===== src/rtl/scc_pkg.sv =====
// Shared types, constants and the arctangent table for the coordinate converter.
`default_nettype none
package scc_pkg;

  localparam int COORD_W = 32;
  localparam int GUARD   = 8;
  localparam int DW      = 44;  // datapath coordinate width
  localparam int AW      = 34;  // datapath angle width
  localparam int TAB_LEN = 40;

  localparam logic [31:0] INV_GAIN = 32'd2608131496;
  localparam logic signed [AW-1:0] QUARTER = AW'(64'sd1073741824);
  localparam logic signed [AW-1:0] HALF    = AW'(64'sd2147483648);

  typedef enum logic [1:0] {
    K_SPH_XYZ    = 2'd0,
    K_XYZ_SPH    = 2'd1,
    K_XYZ_AZIALT = 2'd2,
    K_AZIALT_XYZ = 2'd3
  } kind_t;

  typedef struct packed {
    kind_t                  kind;
    logic                   bad;
    logic                   zero_xy;
    logic                   zero_rz;
    logic signed [DW-1:0]   x;
    logic signed [DW-1:0]   y;
    logic signed [DW-1:0]   aux;
    logic signed [AW-1:0]   z;
    logic signed [AW-1:0]   ang2;
  } item_t;

  // rotation mode for spherical inputs, vectoring for Cartesian inputs
  function automatic logic is_rot(input kind_t k);
    return (k == K_SPH_XYZ) || (k == K_AZIALT_XYZ);
  endfunction

  // atan(2^-i) in units of 2^-32 turn
  function automatic logic [AW-1:0] atan_tab(input int i);
    logic [31:0] t;
    case (i)
      0: t = 32'd536870912;   1: t = 32'd316933406;   2: t = 32'd167458907;
      3: t = 32'd85004756;    4: t = 32'd42667331;    5: t = 32'd21354465;
      6: t = 32'd10679838;    7: t = 32'd5340245;     8: t = 32'd2670163;
      9: t = 32'd1335087;     10: t = 32'd667544;     11: t = 32'd333772;
      12: t = 32'd166886;     13: t = 32'd83443;      14: t = 32'd41722;
      15: t = 32'd20861;      16: t = 32'd10430;      17: t = 32'd5215;
      18: t = 32'd2608;       19: t = 32'd1304;       20: t = 32'd652;
      21: t = 32'd326;        22: t = 32'd163;        23: t = 32'd81;
      24: t = 32'd41;         25: t = 32'd20;         26: t = 32'd10;
      27: t = 32'd5;          28: t = 32'd3;          29: t = 32'd1;
      30: t = 32'd1;
      default: t = 32'd0;
    endcase
    return {{(AW-32){1'b0}}, t};
  endfunction

endpackage
`default_nettype wire


===== src/rtl/scc_gain.sv =====
// Two-stage CORDIC gain compensation on x, magnitude rounded half up.
`default_nettype none
module scc_gain import scc_pkg::*; (
  input  wire logic  clk,
  input  wire logic  rst_n,
  input  wire logic  in_valid,
  input  wire logic  apply,
  input  wire item_t in_item,
  output logic       out_valid,
  output item_t      out_item
);

  logic            valid_a_r, apply_a_r, neg_a_r;
  item_t           item_a_r;
  logic [63:0]     lo_a_r;
  logic [DW-1:0]   hi_a_r;
  logic            valid_b_r;
  item_t           item_b_r;

  logic [DW-1:0]   mag;
  logic [DW-1:0]   r_sum;
  item_t           item_b_nxt;

  always_comb begin
    mag = in_item.x[DW-1] ? DW'(-in_item.x) : DW'(in_item.x);
  end

  always_comb begin
    r_sum = hi_a_r + DW'(lo_a_r[63:32]) + DW'(lo_a_r[31]);
    item_b_nxt = item_a_r;
    if (apply_a_r) begin
      item_b_nxt.x = neg_a_r ? -$signed(r_sum) : $signed(r_sum);
    end
  end

  always_ff @(posedge clk) begin
    if (!rst_n) begin
      valid_a_r <= 1'b0;
      valid_b_r <= 1'b0;
    end else begin
      valid_a_r <= in_valid;
      valid_b_r <= valid_a_r;
    end
    apply_a_r <= apply;
    neg_a_r   <= in_item.x[DW-1];
    item_a_r  <= in_item;
    lo_a_r    <= 64'(mag[31:0]) * 64'(INV_GAIN);
    hi_a_r    <= DW'(mag[DW-1:32]) * DW'(INV_GAIN);
    item_b_r  <= item_b_nxt;
  end

  assign out_valid = valid_b_r;
  assign out_item  = item_b_r;

endmodule
`default_nettype wire


===== config.mk =====
export PLATFORM = sky130hd
export DESIGN_NAME = scc_gain
export DESIGN_NICKNAME = d
export VERILOG_FILES = /design/src/rtl/scc_pkg.sv /design/src/rtl/scc_gain.sv
export SDC_FILE = /design/constraint.sdc
export NUM_CORES = 2
export LEC_CHECK = 0
export ABC_AREA = 1
export BUFFER_PORTS_ARGS = -buffer_cell sky130_fd_sc_hd__buf_2
export CORE_ASPECT_RATIO = 1.2
export CORE_UTILIZATION = 37
export CTS_CLUSTER_DIAMETER = 40
export DETAILED_ROUTE_END_ITERATION = 7
export GPL_TIMING_DRIVEN = 0
export RECOVER_POWER = 50
export REMOVE_ABC_BUFFERS = 1
export SETUP_SLACK_MARGIN = 0.1
export SLEW_MARGIN = 20
export SYNTH_ARGS = -nofsm -noshare
export SYNTH_HDL_FRONTEND = slang
export SYNTH_SLANG_ARGS = --single-unit

===== constraint.sdc =====
create_clock -name clk -period 12 [get_ports clk]
set_input_delay 1.2 -clock clk [delete_from_list [all_inputs] [get_ports clk]]
set_output_delay 1.2 -clock clk [all_outputs]
set_load 0.03 [all_outputs]

==> Yosys cells after proc, flatten, opt, wreduce, memory -nomap -nowiden <==
Index checks and enable logic that the tools add are counted.
{ "op_classes": {"addsub": 4, "n_mul": 2, "n_mux": 3} }
{ "op_table": {"columns": ["operator", "count"], "rows": [
  ["44-bit two-way mux", 3],
  ["44-bit negator", 2],
  ["32-bit by 29-bit multiplier with 61-bit output, second input constant", 1],
  ["44-bit by 1-bit adder with 44-bit output", 1],
  ["44-bit by 32-bit adder with 44-bit output", 1],
  ["12-bit by 29-bit multiplier with 41-bit output, second input constant", 1]
]} }
{ "totals": {"register_bits": 516, "input_bits": 209, "word_cells": 33} }

==> Depth between registers and ports, before layout <==
{ "logic_depth": {"depth_word": 5, "mapped_depth": 40} }

==> Worst setup path before layout <==
Ideal clock, no wire load.
{ "synth_timing": {"kind": "input port to flip-flop", "startpoint": "input in_item[157] (netlist name)", "endpoint": "register lo_a_r[57]", "arrival_time_ns": 8.754, "required_ns": 11.888, "setup_slack_ns": 3.133, "cell_stages": 35, "n_path_buf": 0, "cell_sequence": "inv_1 ha_1 nand3_1 nor2_1 nand2_1 nor3_2 nand2_1 nor2_1 nand3_1 o21ai_0 xor2_1 ha_1 fa_1 inv_1 fa_1 fa_1 inv_1 fa_1 fa_1 fa_1 fa_1 ha_1 nand2_1 nor2_1 inv_1 nor2_1 nand3_1 o21ai_0 nand2_1 nor2_1 nor2_1 o21ai_0 nand2_1 nand3_1 nand2_1"} }
{ "synth_between": {"elab_chain_len": 3} }
{ "synth_rtl": {"columns": ["element", "line", "text"], "rows": [
  ["from (decl)", "scc_gain.sv:8", "input wire item_t in_item,"],
  ["44-bit negator", "scc_gain.sv:25", "mag = in_item.x[DW-1] ? DW'(-in_item.x) : DW'(in_item.x);"],
  ["44-bit two-way mux *", "scc_gain.sv:25", null],
  ["32-bit by 29-bit multiplier with 61-bit output *", "scc_gain.sv:47", "lo_a_r <= 64'(mag[31:0]) * 64'(INV_GAIN);"],
  ["to (signal assigned)", "scc_gain.sv:47", null],
  ["to (decl)", "scc_gain.sv:15", "logic [63:0] lo_a_r;"]
]} }
Mark *: on every way between the ends. The rest lies on a longest branch, timed or not.
A chain may end at the register's enable or synchronous reset.

==> Final worst setup path <==
{ "layout_timing": {"startpoint": "input in_item[156] (netlist name)", "endpoint": "register lo_a_r[57]"} }
Same word-level chain as after synthesis.

==> metrics.yaml <==
drt:
  route.vias.total: 30100
  wl_um: 127000
  antenna_left: 0
  drt_first_pass_iters: 7
  via_per_inst: 4.76
  drc: 0
  drt_iter0_markers: 1492
  post_drt_wl_per_cell_um: 20.1
global_routing:
  grt_max_degree: 39
  grt_use_met2: 0.423
  grt_first_pass_wirelength_um: 191000
  overflow: 0
  grt_pass1_vias: 31800
  met1_usage: 0.260
  grt_usage: 0.233
  antenna_found_initial: 16
  busiest_layer: "met2"
  use_met3: 0.0310
placement:
  hpwl_um: 113000
  io_buffer_count: 414
  dp_cells: 6227
  gp_congestion: 0.951
timing:
  whs_ns: 0.312
  fin_crit_ns: 10.80
  finalSetupViolCount: 0
  finalHoldViolations: 0
  timing.setup.tns_ns: 0
  slew_headroom: 0.265
  finalClockSkew_ns: 0.0429
  max_slew.worst_pin.slew_ns: 1.10
  maxSlewViolCount: 0
  max_freq_mhz: 92.6
  rsz0062_at_grt: "false"
  post-route-period-util: 0.900
final_layout:
  seqCellArea_sq_um: 9750
  drive_above_1_share: 0.120
  fill_cells: 10700
  layout.nets: 6137
  layout.cells.non_filler: 6316
  multi_input_area_sq_um: 26400
  areaGrowthSynthToFinish_pct: 13.9
clock_network:
  clkTransAtPathRegs_ns: 0.07
  cts_resized: 0
  root_buffer: "clkbuf_16"
  ctsHoldBuffers: 0
  cts_setup_buffers: 0
  htreeDepth: 2
  tritoncts: "yes"
  cts.sinks: 487
  insertion_delay_ns: 0.60
  clockBufferDepth: 3
  numCtsBuffers: 41
run:
  cap_violations: 0
floorplan:
  die-area_sq_um: 110000
  die_h_um: 363
  core-area_sq_um: 108000
  dieWidth_um: 303
  start_util: 0.373
  ios: 415
  num_rows: 132
critical_path:
  cp.buffers_inverters: 6
  cp-end-kind: "register"
  arrival_ns: 11.29
  critPathRequiredTime_ns: 12.49
  critPathLaunchType: "input port"
  worst-setup-path-type: "in2reg"
  slowest_delay_ns: 0.77
  cpMaxStageDelayCell: "xnor2_1"
  cp_top_family: "adder cells"
  crit_fanout: 12
  crit_top_cell: "nor2_1"
synthesis:
  synth_top_cell_area_share: 0.286
  syn_area_sq_um: 40200
  netlist_instances: 4409
  syn_area_per_cell_sq_um: 9.11
  async_flop_share: 0
  yosys_most_used_dff: "dfxtp_1"
  synth_edf_count: 0
  synthTopCellsByCount: "1,093 x inv_1, 696 x nand2_1, 573 x fa_1, 492 x ha_1, 487 x dfxtp_1"
  ys_warn_count: 0
  synth_area_leaders: "fa_1 29%, dfxtp_1 24%, ha_1 15%"
  yosysMostFrequentCell: "inv_1"
  ys_ff_latch: 487
  netlist.top_cell.by_area: "fa_1"
  yosysUniqueCellTypes: 52
  synth_seq_area_share: 0.243
run_status:
  status: "finished clean"
min_path:
  hp-class: "reg2reg"
final cells by class:
cell class / instances / area share
repair buffers: 431 / 0.0489
multi-input cells: 2797 / 0.577
inverters: 1105 / 0.0907
clock inverters: 22 / 0.00681
flip-flops and latches: 487 / 0.213
clock buffers: 52 / 0.0246
well taps: 1407 / 0.0385
diodes: 15 / 0.000821
state kept, by name, indices dropped and copies added, names as in the netlist:
name,flops
item_a_r,205
out_item,205
apply_a_r,1
out_valid,1
valid_a_r,1
hi_a_r,41
lo_a_r,33
cell families after synthesis:
group,Yosys count,share of synthesized area
flops,487,0.243
compound gates,352,0.0492
buf+inv,1125,0.105
simple gates,1235,0.132
fa+ha+maj,1065,0.439
xor+xnor,145,0.0322
layer usage:
| layer | vias to the layer above | part of all wire |
|---|---|---|
| met2 | 890 | 0.51 |
| met5 | - | 0.00038 |
| li1 | 14300 | - |
| met3 | 275 | 0.047 |
| met4 | 6 | 0.065 |
| met1 | 14600 | 0.38 |
stage by stage:
step           utilization  worst slack, ns  area (sq um)
2_1_floorplan            -             3.13         40100
3_3_place_gp         0.408            0.232         43900
3_5_place_dp         0.411            0.672         44300
4_1_cts              0.425             1.25         45700
5_1_grt              0.425            0.696         45700
6_report             0.425             1.20         45700
worst paths after layout:
path	from	to	slack [ns]	cells after the start
worst max-delay path	in_item[156]	lo_a_r[57]$_DFF_P_	1.20	38
worst min-delay path	item_a_r[6]$_DFF_P_	out_item[6]$_DFF_P_	0.31	0
worst max register to register	lo_a_r[42]$_DFF_P_	out_item[171]$_DFF_P_	8.75	12
worst min register to register	item_a_r[6]$_DFF_P_	out_item[6]$_DFF_P_	0.31	0
cell usage in the layout, fill, tap and decap left out, drive strengths merged, types with 3 or more instances in the layout:
cell	Yosys	final
nand3	144	144
a21oi	158	158
a221oi	5	5
bufinv	0	3
dfxtp	487	487
clkinvlp	0	4
nor2	264	264
o221ai	3	3
clkbuf	17	84
nor4	17	17
fa	573	573
a31oi	25	25
or2	10	10
nand3b	7	7
nand2	723	723
xnor2	37	37
a21o	13	13
xor2	108	108
o21a	8	8
clkinv	1	12
nor3	32	32
buf	3	399
inv	1104	1108
a21boi	4	4
nand4	34	34
ha	492	492
o31ai	4	4
o21ai	113	113
diode	0	15
o21bai	12	12
worst register-to-register path: stages (launching register included):
cell	delay, ns
dfxtp_1	0.31
ha_1	0.41
nand2_1	0.15
nor2_1	0.25
nand3_1	0.19
nand4_1	0.14
nand2_1	0.11
nor2_1	0.13
nand3_2	0.12
nor2_4	0.17
nor2_1	0.09
xor2_1	0.21
o21ai_0	0.75
Power is not shown: default switching activity piles up to over one toggle a cycle in this logic, so the estimate is an artifact.
